**src/rtl/spcd_pkg.sv**
```systemverilog
// Package for the smart plug command decoder: command codes, limits and sizes.
// No dependencies; used by the core and by its checker.
`timescale 1ns / 1ps

package spcd_pkg;

	// Number of timer groups; the timer table holds an on-time and an off-time per group.
	localparam int GROUP_COUNT   = 3;
	localparam int TIMER_ENTRIES = 2 * GROUP_COUNT;
	localparam int TIMER_IDX_W   = (TIMER_ENTRIES > 1) ? $clog2(TIMER_ENTRIES) : 1;
	// Wide enough for an index plus one and never narrower than the slot output.
	localparam int SLOT_CALC_W   = TIMER_IDX_W + 3;

	localparam logic [7:0] INIT_HEADER     = 8'hF0;
	localparam logic [3:0] STATUS_CODE_LOW = 4'h2;
	localparam logic [6:0] DUTY_MAX        = 7'd100;
	localparam logic [7:0] DIMMER_GROUP    = 8'd1;

	typedef enum logic [3:0] {
		CMD_ACK       = 4'h1,
		CMD_STATUS    = 4'h3,
		CMD_SWITCH    = 4'h9,
		CMD_ON_TIMER  = 4'hA,
		CMD_OFF_TIMER = 4'hB,
		CMD_SET_TIME  = 4'hC,
		CMD_DIMMER    = 4'hD
	} cmd_t;

	typedef struct packed {
		logic       power;
		logic       status;
		logic       normal;
	} reply_flags_t;

endpackage

```
**src/rtl/smart_plug_command_decoder_core.sv**
```systemverilog
// Smart plug command decoder: one received frame in, one status result out.
// Usage:
//   Frames enter on the in channel (in_valid, in_stall); a frame transfers
//   when in_valid is high and in_stall is low. Results leave on the out
//   channel (out_valid, out_stall) under the same rule.
//   The device id mask is written through cfg_wr_en / cfg_wr_data while idle.
// Pipeline and throughput:
//   A frame is captured in an input register, decoded combinationally from it
//   and its result lands in the output register. One frame per cycle is
//   sustained while out_stall is low; the single decode stage that reads and
//   updates the plug state is the only step per frame.
// Stalls:
//   While out_stall holds a result, the input register keeps its frame and
//   in_stall rises only once that register is full.
// Reset:
//   arst_n clears the link, reply, switch, dimmer, timer and clock state and
//   the mask; both channels come up empty.
// Depends on spcd_pkg.
`timescale 1ns / 1ps

module smart_plug_command_decoder_core (
	input  logic       clk,
	input  logic       arst_n,
	input  logic       cfg_wr_en,
	input  logic [15:0] cfg_wr_data,
	input  logic       in_valid,
	output logic       in_stall,
	input  logic [7:0] header,
	input  logic [15:0] type_word,
	input  logic [7:0] group_byte,
	input  logic [7:0] first_arg,
	input  logic [7:0] second_arg,
	output logic       out_valid,
	input  logic       out_stall,
	output logic       accepted,
	output logic       switch_on,
	output logic       switch_changed,
	output logic [6:0] duty_percent,
	output logic [2:0] reply_pending,
	output logic [7:0] status_reply_code,
	output logic [7:0] normal_reply_code,
	output logic       app_controlled,
	output logic       clock_load,
	output logic       repeat_clear,
	output logic [2:0] timer_slot_written
);
	import spcd_pkg::*;

	// Input register stage.
	logic       valid_s1;
	logic [7:0] header_s1;
	logic [15:0] type_s1;
	logic [7:0] group_s1;
	logic [7:0] arg1_s1;
	logic [7:0] arg2_s1;

	// Plug state.
	logic [15:0] mask_q;
	logic        link_ready_q;
	reply_flags_t reply_q;
	logic [7:0]  status_code_q;
	logic [7:0]  normal_code_q;
	logic        app_flag_q;
	logic        switch_q;
	logic [6:0]  duty_q;
	logic [15:0] timer_table_q [TIMER_ENTRIES];
	logic [23:0] clock_time_q;

	// Next-state and strobe logic.
	logic        advance;
	logic        take;
	logic        link_ready_d;
	reply_flags_t reply_d;
	logic [7:0]  status_code_d;
	logic [7:0]  normal_code_d;
	logic        app_flag_d;
	logic        switch_d;
	logic [6:0]  duty_d;
	logic        accepted_d;
	logic        changed_d;
	logic        cload_d;
	logic        rclear_d;
	logic [2:0]  slot_d;
	logic        timer_we;
	logic [TIMER_IDX_W-1:0] timer_idx;
	logic [SLOT_CALC_W-1:0] slot_wide;
	logic [7:0]  group_m1;
	logic        group_ok;
	logic [6:0]  duty_sat;
	logic        switch_req;

	// The output register can take a new result when it is empty or draining.
	assign advance  = !out_valid || !out_stall;
	assign take     = valid_s1 && advance;
	assign in_stall = valid_s1 && !advance;

	assign group_m1  = group_s1 - 8'd1;
	assign group_ok  = (group_s1 >= 8'd1) && (group_s1 <= 8'(GROUP_COUNT));
	assign duty_sat  = (arg1_s1 > {1'b0, DUTY_MAX}) ? DUTY_MAX : arg1_s1[6:0];
	assign switch_req = (arg1_s1 != 8'd0);
	assign slot_wide = SLOT_CALC_W'(timer_idx) + SLOT_CALC_W'(1);

	always_comb begin
		link_ready_d  = link_ready_q;
		reply_d       = reply_q;
		status_code_d = status_code_q;
		normal_code_d = normal_code_q;
		app_flag_d    = app_flag_q;
		switch_d      = switch_q;
		duty_d        = duty_q;
		accepted_d    = 1'b0;
		cload_d       = 1'b0;
		rclear_d      = 1'b0;
		timer_we      = 1'b0;
		timer_idx     = group_m1[TIMER_IDX_W-1:0];
		if (!link_ready_q) begin
			if (header_s1 == INIT_HEADER) begin
				link_ready_d  = 1'b1;
				reply_d.power = 1'b1;
				rclear_d      = 1'b1;
				accepted_d    = 1'b1;
			end
		end else if ((type_s1 & mask_q) == mask_q) begin
			accepted_d = 1'b1;
			unique case (cmd_t'(header_s1[3:0]))
				CMD_ACK: begin
					rclear_d = 1'b1;
					// Pending replies are retired one at a time, power first.
					priority if (reply_q.power) begin
						reply_d.power  = 1'b0;
						reply_d.status = 1'b1;
						status_code_d  = {4'h0, STATUS_CODE_LOW};
					end else if (reply_q.status) begin
						reply_d.status = 1'b0;
					end else if (reply_q.normal) begin
						reply_d.normal = 1'b0;
					end else begin
					end
				end
				CMD_STATUS: begin
					rclear_d       = 1'b1;
					reply_d.status = 1'b1;
					status_code_d  = {header_s1[7:4], STATUS_CODE_LOW};
				end
				CMD_SWITCH: begin
					rclear_d       = 1'b1;
					reply_d.normal = 1'b1;
					normal_code_d  = header_s1;
					app_flag_d     = 1'b1;
					switch_d       = switch_req;
				end
				CMD_ON_TIMER, CMD_OFF_TIMER: begin
					rclear_d       = 1'b1;
					reply_d.normal = 1'b1;
					normal_code_d  = header_s1;
					timer_we       = group_ok;
					if (header_s1[3:0] == CMD_OFF_TIMER) begin
						timer_idx = group_m1[TIMER_IDX_W-1:0] + TIMER_IDX_W'(GROUP_COUNT);
					end
				end
				CMD_SET_TIME: begin
					rclear_d       = 1'b1;
					reply_d.normal = 1'b1;
					normal_code_d  = header_s1;
					cload_d        = 1'b1;
				end
				CMD_DIMMER: begin
					rclear_d       = 1'b1;
					reply_d.normal = 1'b1;
					normal_code_d  = header_s1;
					// A zero duty turns the plug off, any other duty turns it on.
					if (group_s1 == DIMMER_GROUP) begin
						duty_d   = duty_sat;
						switch_d = (duty_sat != 7'd0);
					end
				end
				default: begin
				end
			endcase
		end
		changed_d = (switch_d != switch_q);
		slot_d    = timer_we ? slot_wide[2:0] : 3'd0;
	end

	always_ff @(posedge clk or negedge arst_n) begin
		if (!arst_n) begin
			valid_s1 <= 1'b0;
		end else if (!in_stall) begin
			valid_s1 <= in_valid;
		end
	end

	always_ff @(posedge clk) begin
		if (in_valid && !in_stall) begin
			header_s1 <= header;
			type_s1   <= type_word;
			group_s1  <= group_byte;
			arg1_s1   <= first_arg;
			arg2_s1   <= second_arg;
		end
	end

	always_ff @(posedge clk or negedge arst_n) begin
		if (!arst_n) begin
			mask_q <= '0;
		end else if (cfg_wr_en) begin
			mask_q <= cfg_wr_data;
		end
	end

	always_ff @(posedge clk or negedge arst_n) begin
		if (!arst_n) begin
			link_ready_q  <= 1'b0;
			reply_q       <= '0;
			status_code_q <= '0;
			normal_code_q <= '0;
			app_flag_q    <= 1'b0;
			switch_q      <= 1'b0;
			duty_q        <= '0;
			clock_time_q  <= '0;
			for (int i = 0; i < TIMER_ENTRIES; i++) begin
				timer_table_q[i] <= '0;
			end
		end else if (take) begin
			link_ready_q  <= link_ready_d;
			reply_q       <= reply_d;
			status_code_q <= status_code_d;
			normal_code_q <= normal_code_d;
			app_flag_q    <= app_flag_d;
			switch_q      <= switch_d;
			duty_q        <= duty_d;
			if (cload_d) begin
				clock_time_q <= {group_s1, arg1_s1, arg2_s1};
			end
			if (timer_we) begin
				timer_table_q[timer_idx] <= {arg1_s1, arg2_s1};
			end
		end
	end

	always_ff @(posedge clk or negedge arst_n) begin
		if (!arst_n) begin
			out_valid <= 1'b0;
		end else if (advance) begin
			out_valid <= valid_s1;
		end
	end

	always_ff @(posedge clk) begin
		if (take) begin
			accepted           <= accepted_d;
			switch_on          <= switch_d;
			switch_changed     <= changed_d;
			duty_percent       <= duty_d;
			reply_pending      <= {reply_d.normal, reply_d.status, reply_d.power};
			status_reply_code  <= status_code_d;
			normal_reply_code  <= normal_code_d;
			app_controlled     <= app_flag_d;
			clock_load         <= cload_d;
			repeat_clear       <= rclear_d;
			timer_slot_written <= slot_d;
		end
	end

endmodule

```
**config.mk**
```make
export PLATFORM = sky130hd
export DESIGN_NAME = smart_plug_command_decoder_core
export DESIGN_NICKNAME = d
export VERILOG_FILES = /design/src/rtl/spcd_pkg.sv /design/src/rtl/smart_plug_command_decoder_core.sv
export SDC_FILE = /design/constraint.sdc
export NUM_CORES = 1
export LEC_CHECK = 0
export BUFFER_PORTS_ARGS = -buffer_cell sky130_fd_sc_hd__buf_2
export CORE_MARGIN = 3
export CORE_UTILIZATION = 61
export CTS_BUF_LIST = sky130_fd_sc_hd__clkbuf_8
export DETAILED_ROUTE_END_ITERATION = 16
export GPL_ROUTABILITY_DRIVEN = 0
export GPL_TIMING_DRIVEN = 1
export MAX_ROUTING_LAYER = met4
export PLACE_DENSITY = 0.89
export RECOVER_POWER = 25
export SKIP_LAST_GASP = 1
export SLEW_MARGIN = 5
export SYNTH_ARGS = -nofsm -noshare
export SYNTH_HDL_FRONTEND = slang
export SYNTH_SLANG_ARGS = --single-unit
```
**constraint.sdc**
```tcl
create_clock -name clk -period 4.33 [get_ports clk]
set_input_delay 0.2165 -clock clk [delete_from_list [all_inputs] [get_ports clk]]
set_output_delay 0.2165 -clock clk [all_outputs]
set_load 0.005 [all_outputs]
```
==> results of run 1 <==
worst register-to-register path: cells and delay by family (launching register included):
kind	cells	cell delay, ns
simple gates	4	0.76
flops	1	0.37
xor+xnor	4	0.62
compound gates	1	0.54
fa+ha+maj	1	0.19
metal layers:
layer	up-vias	track usage	part of all wire	routed length (um)
met5	-	-	0	0
met4	0	0.1005	0.011	112
met3	17	0.05964	0.054	532
met2	136	0.3862	0.52	5116
met1	1593	0.2868	0.41	4072
li1	1527	-	-	-
power groups by stage:
| stage | clock [uW] | sequential, uW | combinational (uW) |
|---|---|---|---|
| floorplan | 0 | 1360 | 93.3 |
| finish | 858 | 1340 | 201 |
| detailed placement | 0 | 1370 | 171 |
| global placement | 0 | 1360 | 164 |
| global route | 921 | 1350 | 223 |
| CTS | 864 | 1340 | 200 |
logic make-up after synthesis:
group | count (synthesis) | share of synthesized area
compound gates | 23 | 0.03777
xor+xnor | 7 | 0.01226
fa+ha+maj | 4 | 0.01001
buf+inv | 21 | 0.01851
flops | 122 | 0.6853
mux | 48 | 0.1081
simple gates | 108 | 0.1281
cell type report:
class | instances | area, um^2
Timing Repair Buffer | 140 | 910.9
Clock buffer | 21 | 289.0
Fill cell | 466 | 1523
Multi-Input combinational cell | 190 | 1483
Clock inverter | 10 | 52.55
Sequential cell | 122 | 3428
Inverter | 9 | 33.78
Tap cell | 102 | 127.6
Yosys cell counts (all sizes together) (2+ instances only):
cell type | count | area [um^2]
nor2 | 9 | 33.78
or2 | 6 | 37.54
nand3 | 12 | 65.06
xor2 | 2 | 17.52
nand2b | 8 | 50.05
o21ai | 4 | 20.02
and4 | 2 | 17.52
o2bb2ai | 6 | 52.55
dfrtp | 47 | 1176
nand3b | 2 | 15.01
inv | 8 | 30.03
nor2b | 14 | 87.58
ha | 4 | 50.05
a2111oi | 2 | 30.03
xnor2 | 5 | 43.79
edfxtp | 75 | 2252
clkbuf | 6 | 22.52
and3 | 5 | 31.28
nand2 | 13 | 48.80
nand4 | 9 | 71.32
a21o | 5 | 37.54
nor4 | 9 | 56.30
mux2 | 48 | 540.5
buf | 6 | 36.28
and2 | 13 | 81.33
nor3 | 2 | 10.01
through the flow:
step,area (um^2),utilization
after CTS,6317,0.8050
after global routing,6325,0.8060
final,6325,0.8060
after global placement,5565,0.7092
after detailed placement,5565,0.7092
after floorplan,5002,-
what timing repair did:
action | CTS | global route
hold buffers | 41 | 1
resized for setup | 0 | 0
hold endpoints to repair | 41 | 1
worst min-delay path by stage:
stage,from,to,slack [ns]
after floorplan,arst_n,app_flag_q,-0.08
after global placement,type_word[4],type_s1[4],0.39
after detailed placement,type_word[5],type_s1[5],0.39
after CTS,arst_n,mask_q[13],0.007
after global routing,cfg_wr_data[10],mask_q[10],0.008
final,cfg_wr_data[2],mask_q[2],0.03
==> results.json, run 1 <==
{
  "avgSynthCellArea_um2": 15.02,
  "fin_ws_ns": 1.605,
  "crit_path_start": "mask_q[15]",
  "rows": 32,
  "drt_first_iter_violations": 180,
  "antenna_left": 0,
  "dp.cells": 521,
  "overflow": 0,
  "timing.rr.end": "timer_slot_written[2]",
  "port_buffers": 97,
  "crit_buf_inv": 0,
  "critical_path.top_delay_family": "simple AND/OR/NAND/NOR gates",
  "fin_cells": 594,
  "drv_cap": 1,
  "antennaDiodeCount": 0,
  "dieArea_um2": 9323,
  "crit_fanout": 7,
  "post_cts_buffers": 0,
  "worst_ir_drop_vdd_mv": 0.2886,
  "finalClockSkew_ns": 0.01079,
  "switching_share": 0.2288,
  "ys_ff_latch": 122,
  "timing.hold.ws_ns": 0.02949,
  "dp_hpwl_mm": 6.277,
  "synth-main-ff-cell": "edfxtp_1",
  "io_pins": 106,
  "crit_path_max_incr_delay_ns": 0.54,
  "cts_tree": "built",
  "viasPerCell": 5.510,
  "combPwrFrac": 0.084,
  "worstPathCellList": "nor2b_1 -> a2111oi_2 -> and3_1 -> nand4_1 -> xor2_1 -> ha_1 -> xor2_1 -> xnor2_1 -> xnor2_1 -> nor3b_1",
  "slew_headroom": -0.6904,
  "wl_mm": 9.834,
  "finalSetupViolations": 0,
  "critPathKind": "register to register",
  "syn_nets": 406,
  "final_common_cell": "buf_2",
  "crit_cells": 10,
  "grt_pass1_vias": 3400,
  "cts-root-buf": "clkbuf_8",
  "yosysUniqueCellTypes": 42,
  "synth_edf_count": 75,
  "p_leak_uw": 0.002802,
  "die_h_um": 96.56,
  "clkPwrFrac": 0.357,
  "top_regs": "mask_q x16, type_s1 x16",
  "total_power_uw": 2402,
  "core-area_um2": 7848,
  "hold_viol": 0,
  "hp-class": "input port to register",
  "grt_max_degree": 48,
  "final.period_utilization": 0.6293,
  "clk_pin_slew_ns": 0.07,
  "rsz0062_at_grt": "false",
  "worstPathRequired_ns": 4.50,
  "ys_warn_count": 0,
  "rr_startpoint": "mask_q[15]",
  "synthCells": 333,
  "finalSetupTns_ns": 0,
  "final_cell_mix": "buf_2 (95), edfxtp_1 (75), dfrtp_1 (47)",
  "r2r_setup_slack_ns": 1.61,
  "start_util": 0.6374,
  "grt_usage": 0.2382,
  "crit_path_start_kind": "register",
  "seqPwrFrac": 0.559,
  "violations": "capacitance limit, slew limit",
  "syn_to_final_growth_pct": 26.44,
  "clk_latency_ns": 0.42,
  "syn_area_um2": 5002,
  "hold_depth": 2,
  "min_period_ns": 2.725,
  "dr.pass1.iters": 4,
  "grt_antenna_before_repair": 0,
  "numCtsBuffers": 17,
  "finalMaxSlewViolations": 48,
  "p_sw_uw": 549.7,
  "pre_cts_ws_ns": 1.622,
  "worst_pin_slew_ns": 2.536,
  "cts_sinks": 122,
  "r2r_cells": 10,
  "routed-via-count": 3273,
  "cts_max_level": 4,
  "crit_end": "timer_slot_written[2]",
  "critPathArrivalTime_ns": 2.90,
  "async_flop_share": 0.3852,
  "grt_pass1_wl_mm": 15.77,
  "clock.fmax_ghz": 0.3670,
  "clock_path_buffers": 2,
  "drive_gt1_frac": 0.3110,
  "internal-power_uw": 1853,
  "crit_slowest_cell": "a2111oi_2",
  "power-per-cell-area_nw_per_um2": 379.8,
  "endpoint_kind": "register",
  "wl_per_cell_um": 16.56,
  "outcome": "finished, violations left",
  "seq_area_frac_synth": 0.6853,
  "post-route-drc-count": 0,
  "nets": 553,
  "die_x_um": 96.56
}
Note: power is estimated with default switching activity, not from simulation.
==> inputs of run 2 (changes only) <==
--- a/config.mk
+++ b/config.mk
@@ -7,13 +7,13 @@
 export LEC_CHECK = 0
 export BUFFER_PORTS_ARGS = -buffer_cell sky130_fd_sc_hd__buf_2
 export CORE_MARGIN = 3
-export CORE_UTILIZATION = 61
+export CORE_UTILIZATION = 51
 export CTS_BUF_LIST = sky130_fd_sc_hd__clkbuf_8
 export DETAILED_ROUTE_END_ITERATION = 16
 export GPL_ROUTABILITY_DRIVEN = 0
 export GPL_TIMING_DRIVEN = 1
 export MAX_ROUTING_LAYER = met4
-export PLACE_DENSITY = 0.89
+export PLACE_DENSITY = 0.79
 export RECOVER_POWER = 25
 export SKIP_LAST_GASP = 1
 export SLEW_MARGIN = 5
==> constraint.sdc (replaced) <==
create_clock -name clk -period 2.3 [get_ports clk]
set_input_delay 0.115 -clock clk [delete_from_list [all_inputs] [get_ports clk]]
set_output_delay 0.115 -clock clk [all_outputs]
set_load 0.005 [all_outputs]
==> results.json, run 2 (synthesized netlist as in run 1, its figures left out) <==
{
  "dp.cells": 568,
  "antennaDiodeCount": 0,
  "final_common_cell": "buf_2",
  "die_h_um": 105.0,
  "io_pins": 106,
  "top_regs": "mask_q x16, type_s1 x16",
  "cpMostUsedCell": "xnor2_1",
  "outcome": "finished, violations left",
  "nets": 597,
  "r2r_cells": 10,
  "nFillCells": 620,
  "min_period_ns": 2.375,
  "crit_path_start_kind": "register",
  "port_buffers": 97,
  "rr_startpoint": "mask_q[14]",
  "cts_tree": "built",
  "worstPathRequired_ns": 2.47,
  "start_util": 0.5338,
  "cts-root-buf": "clkbuf_8",
  "clk_pin_slew_ns": 0.07,
  "finalSetupViolations": 1,
  "worst_ir_drop_vdd_mv": 0.4490,
  "power-per-cell-area_nw_per_um2": 687.6,
  "grt_antenna_before_repair": 0,
  "viasPerCell": 5.092,
  "drt_first_iter_violations": 130,
  "critPathArrivalTime_ns": 2.55,
  "finalClockSkew_ns": 0.01051,
  "grt_max_degree": 48,
  "drive_gt1_frac": 0.3724,
  "endpoint_kind": "register",
  "crit_path_max_incr_delay_ns": 0.38,
  "antenna_left": 0,
  "grt_usage": 0.2114,
  "core-area_um2": 9371,
  "hp-class": "input port to register",
  "wl_per_cell_um": 15.85,
  "worstPathCellList": "nor2b_4 -> a2111oi_4 -> and3_4 -> nand3_1 -> xnor2_1 -> ha_2 -> xor2_2 -> xnor2_1 -> xnor2_1 -> nor3b_1",
  "die_x_um": 105.0,
  "final_cell_mix": "buf_2 (95), edfxtp_1 (75), dlygate4sd3_1 (59)",
  "fin_util": 0.7366,
  "drv_cap": 0,
  "cts_sinks": 122,
  "crit_slowest_cell": "dfrtp_1",
  "post-route-drc-count": 0,
  "clk_latency_ns": 0.42,
  "dieArea_um2": 11030,
  "numCtsBuffers": 17,
  "cts_max_level": 4,
  "clock.fmax_ghz": 0.4210,
  "syn_to_final_growth_pct": 37.99,
  "crit_fanout": 3,
  "slew_headroom": 0.1854,
  "hold_depth": 2,
  "critPathKind": "register to register",
  "timing.rr.end": "timer_slot_written[2]",
  "whs_endpoint": "mask_q[2]",
  "rsz0062_at_grt": "true",
  "p_leak_uw": 0.003027,
  "dr.pass1.iters": 5,
  "final.period_utilization": 1.033,
  "clock_path_buffers": 2,
  "r2r_setup_slack_ns": -0.08,
  "fin_cells": 666,
  "routed-via-count": 3391,
  "grt_pass1_wl_mm": 17.44,
  "fin_ws_ns": -0.07550,
  "rows": 35,
  "wl_mm": 10.55,
  "violations": "setup timing",
  "hold_viol": 0,
  "worst_pin_slew_ns": 1.222,
  "dp_hpwl_mm": 6.589,
  "overflow": 0,
  "grt_pass1_vias": 3669,
  "total_power_uw": 4746,
  "finalMaxSlewViolations": 0,
  "hold_start": "cfg_wr_en"
}
run 2: cell types whose count changed in the layout (fill, tap and decap cells not counted), moves of 3 or more:
cell | previous run | this run
mux2_1 | 31 | 24
nor2b_1 | 14 | 11
mux2_4 | 0 | 7
clkinv_2 | 6 | 3
buf_4 | 1 | 24
inv_6 | 0 | 3
clkbuf_8 | 21 | 18
dlygate4sd3_1 | 42 | 59
nor2b_4 | 0 | 3
run 2: power breakdown:
part           switching [uW]  internal, uW
clock network             866           883
logic                     221           257
registers                55.8          2460
run 2: metal layers:
layer  part of all wire  vias up  wire, um  track usage
li1                   -     1616         -            -
met1               0.41     1647      4323       0.2352
met2               0.53      112      5636       0.3643
met3              0.045       16       471      0.05806
met4              0.012        0       122      0.07779
met5                  0        -         0            -
run 2: worst max-delay path by stage:
stage                       endpoint  slack [ns]       start  depth (start not counted)
2_1_floorplan  timer_slot_written[2]       -0.02   mask_q[6]                         11
3_3_place_gp   timer_slot_written[2]       -0.06  mask_q[14]                         10
3_5_place_dp   timer_slot_written[2]       -0.16  mask_q[14]                         10
4_1_cts        timer_slot_written[2]       -0.13  mask_q[14]                         10
5_1_grt        timer_slot_written[2]       -0.24   mask_q[8]                         10
6_report       timer_slot_written[2]       -0.08  mask_q[14]                         10
run 2: critical path, delay by kind of cell, from the launching register on:
family	cells	cell delay, ns
xor gates and xnor gates	4	0.63
and+or+nand+nor	4	0.55
DFF	1	0.38
AOI/OAI and AO/OA	1	0.35
adders and majority gates	1	0.22
run 2: cell type report:
type | instances | area (um^2) | area share
repair buffers | 184 | 1315 | 0.1905
flip-flops and latches | 122 | 3428 | 0.4966
clock inverters | 14 | 122.6 | 0.01776
clock buffers | 18 | 247.7 | 0.03589
inverters | 9 | 33.78 | 0.004894
well taps | 129 | 161.4 | 0.02338
multi-input cells | 190 | 1594 | 0.2309
run 2: stage by stage:
step                hold slack (ns)  setup slack [ns]  setup TNS (ns)  cell area (um^2)
floorplan                   -0.1806          -0.01840        -0.01840              5052
global placement             0.2546          -0.06246        -0.06246              5804
detailed placement           0.2620           -0.1603         -0.5090              5804
CTS                          0.2078           -0.1306         -0.1306              6771
global route                 0.2192           -0.2356         -0.6143              6903
finish                       0.2312          -0.07550        -0.07550              6903
run 2: repair_timing:
action / in CTS / in global routing
buffers inserted: 0 / 6
endpoints found under the hold margin: 105 / 0
hold buffers: 59 / 0
cloned: 0 / 1
resized for setup: 2 / 16
endpoints found under the setup margin: 8 / 28
pin swaps: 2 / 2
==> inputs of run 3 (changes only) <==
--- a/config.mk
+++ b/config.mk
@@ -13,7 +13,7 @@
 export GPL_ROUTABILITY_DRIVEN = 0
 export GPL_TIMING_DRIVEN = 1
 export MAX_ROUTING_LAYER = met4
-export PLACE_DENSITY = 0.79
+export PLACE_DENSITY = 0.86
 export RECOVER_POWER = 25
 export SKIP_LAST_GASP = 1
 export SLEW_MARGIN = 5
==> results.json, run 3 (synthesized netlist as in run 1, its figures left out) <==
{
  "r2r_cells": 10,
  "worst_pin_slew_ns": 1.160,
  "finalSetupViolations": 1,
  "seqPwrFrac": 0.491,
  "worst_ir_drop_vdd_mv": 0.6947,
  "critical_path.top_delay_family": "XOR/XNOR gates",
  "internal-power_uw": 3931,
  "grt_usage": 0.2300,
  "dieArea_um2": 11030,
  "hold_start": "cfg_wr_en",
  "p_sw_uw": 1195,
  "port_buffers": 97,
  "wl_per_cell_um": 17.58,
  "finalClockSkew_ns": 0.01054,
  "nets": 596,
  "violations": "setup timing",
  "grt_pass1_wl_mm": 18.83,
  "worstPathRequired_ns": 2.49,
  "drv_cap": 0,
  "clk_latency_ns": 0.43,
  "r2r_setup_slack_ns": -0.17,
  "dp_hpwl_mm": 6.933,
  "start_util": 0.5338,
  "dr.pass1.iters": 5,
  "hold_viol": 0,
  "top_regs": "mask_q x16, type_s1 x16",
  "grt_pass1_vias": 3738,
  "slew_headroom": 0.2267,
  "wl_mm": 11.69,
  "rows": 35,
  "cts_sinks": 122,
  "final.period_utilization": 1.075,
  "critPathArrivalTime_ns": 2.66,
  "nFillCells": 596,
  "pre_cts_ws_ns": -0.1764,
  "io_pins": 106,
  "numCtsBuffers": 17,
  "cpMostUsedCell": "xnor2_1",
  "grt_antenna_before_repair": 0,
  "power-per-cell-area_nw_per_um2": 736.9,
  "crit_path_max_incr_delay_ns": 0.39,
  "p_leak_uw": 0.003049,
  "crit_fanout": 3,
  "crit_slowest_cell": "a2111oi_4",
  "crit_buf_inv": 0,
  "critPathKind": "register to register",
  "viasPerCell": 5.224,
  "timing.rr.end": "timer_slot_written[2]",
  "syn_to_final_growth_pct": 39.07,
  "min_period_ns": 2.473,
  "clock.fmax_ghz": 0.4044,
  "clk_pin_slew_ns": 0.08,
  "combPwrFrac": 0.095,
  "switching_share": 0.2332,
  "endpoint_kind": "register",
  "overflow": 0,
  "clock_path_buffers": 2,
  "cts_tree": "built",
  "antennaDiodeCount": 0,
  "final_common_cell": "buf_2",
  "rr_startpoint": "mask_q[14]",
  "cts-root-buf": "clkbuf_8",
  "fin_ws_ns": -0.1730,
  "routed-via-count": 3474,
  "cts_max_level": 4,
  "finalMaxSlewViolations": 0,
  "drt_first_iter_violations": 193,
  "hold_depth": 2,
  "clkPwrFrac": 0.413,
  "antenna_left": 0,
  "drive_gt1_frac": 0.3601,
  "seq_area_um2": 3428,
  "worstPathCellList": "nor2b_4 -> a2111oi_4 -> and3_4 -> nand4_1 -> xor2_1 -> ha_2 -> xor2_2 -> xnor2_1 -> xnor2_1 -> nor3b_2",
  "multi_input_area_um2": 1600,
  "whs_endpoint": "mask_q[14]",
  "final_cell_mix": "buf_2 (90), edfxtp_1 (75), dlygate4sd3_1 (59)",
  "hp-class": "input port to register",
  "core-area_um2": 9371,
  "rsz0062_at_grt": "true",
  "outcome": "finished, violations left",
  "fin_util": 0.7423,
  "post-route-drc-count": 0,
  "crit_cells": 10,
  "finalSetupTns_ns": -0.1730,
  "crit_path_start_kind": "register",
  "die_h_um": 105.0,
  "die_x_um": 105.0,
  "grt_max_degree": 41
}
[run 3: cell count changes in the layout (fill, tap and decap cells not counted), sizes merged]
| cell | delta |
|---|---|
| buf | -5 |
| bufinv | +3 |
| clkbuf | +3 |
| clkinv | -3 |
| clkinvlp | -2 |
| inv | +2 |
| and3 | +1 |
[run 3: stage by stage]
stage	instance area (um^2)	std cells	hold WS, ns	power, uW
after global placement	5809	567	0.08412	2919
after detailed placement	5809	567	0.08368	2944
after floorplan	5052	333	-0.1806	2746
after global routing	6957	665	0.2024	5307
after CTS	6899	659	0.1376	5124
final	6957	665	0.2067	5126
[run 3: how the worst max path moves through the flow]
| stage | startpoint | endpoint |
|---|---|---|
| 6_report | mask_q[14] | timer_slot_written[2] |
| 5_1_grt | mask_q[5] | timer_slot_written[2] |
| 4_1_cts | mask_q[0] | timer_slot_written[2] |
| 3_5_place_dp | mask_q[0] | timer_slot_written[2] |
| 3_3_place_gp | mask_q[14] | timer_slot_written[2] |
| 2_1_floorplan | mask_q[6] | timer_slot_written[2] |
[run 3: power by group through the flow]
stage	clock network [uW]	registers, uW	logic (uW)
after global routing	2250	2530	531
after global placement	0	2550	365
after CTS	2140	2520	471
final	2120	2520	488
after floorplan	0	2560	188
after detailed placement	0	2560	382
[run 3: layer usage]
layer	routed length, um	GRT usage	vias to the layer above
met2	6309	0.3923	137
met1	4493	0.2594	1695
met3	595	0.05065	31
met5	0	-	-
met4	295	0.1040	0
li1	-	-	1611
[run 3: layout make-up]
| cell class | count | share of cell area |
|---|---|---|
| multi-input cells | 191 | 0.2300 |
| inverters | 9 | 0.004856 |
| clock buffers | 18 | 0.03561 |
| clock inverters | 14 | 0.02788 |
| flip-flops and latches | 122 | 0.4928 |
| repair buffers | 182 | 0.1856 |
| well taps | 129 | 0.02320 |
[run 3: repair_timing]
action,in CTS,in global routing
hold endpoints to repair,74,0
endpoints found under the setup margin,18,24
setup buffers,1,5
hold buffers,59,0
cloned,0,1
pin swaps,8,14
gates resized for setup,12,5
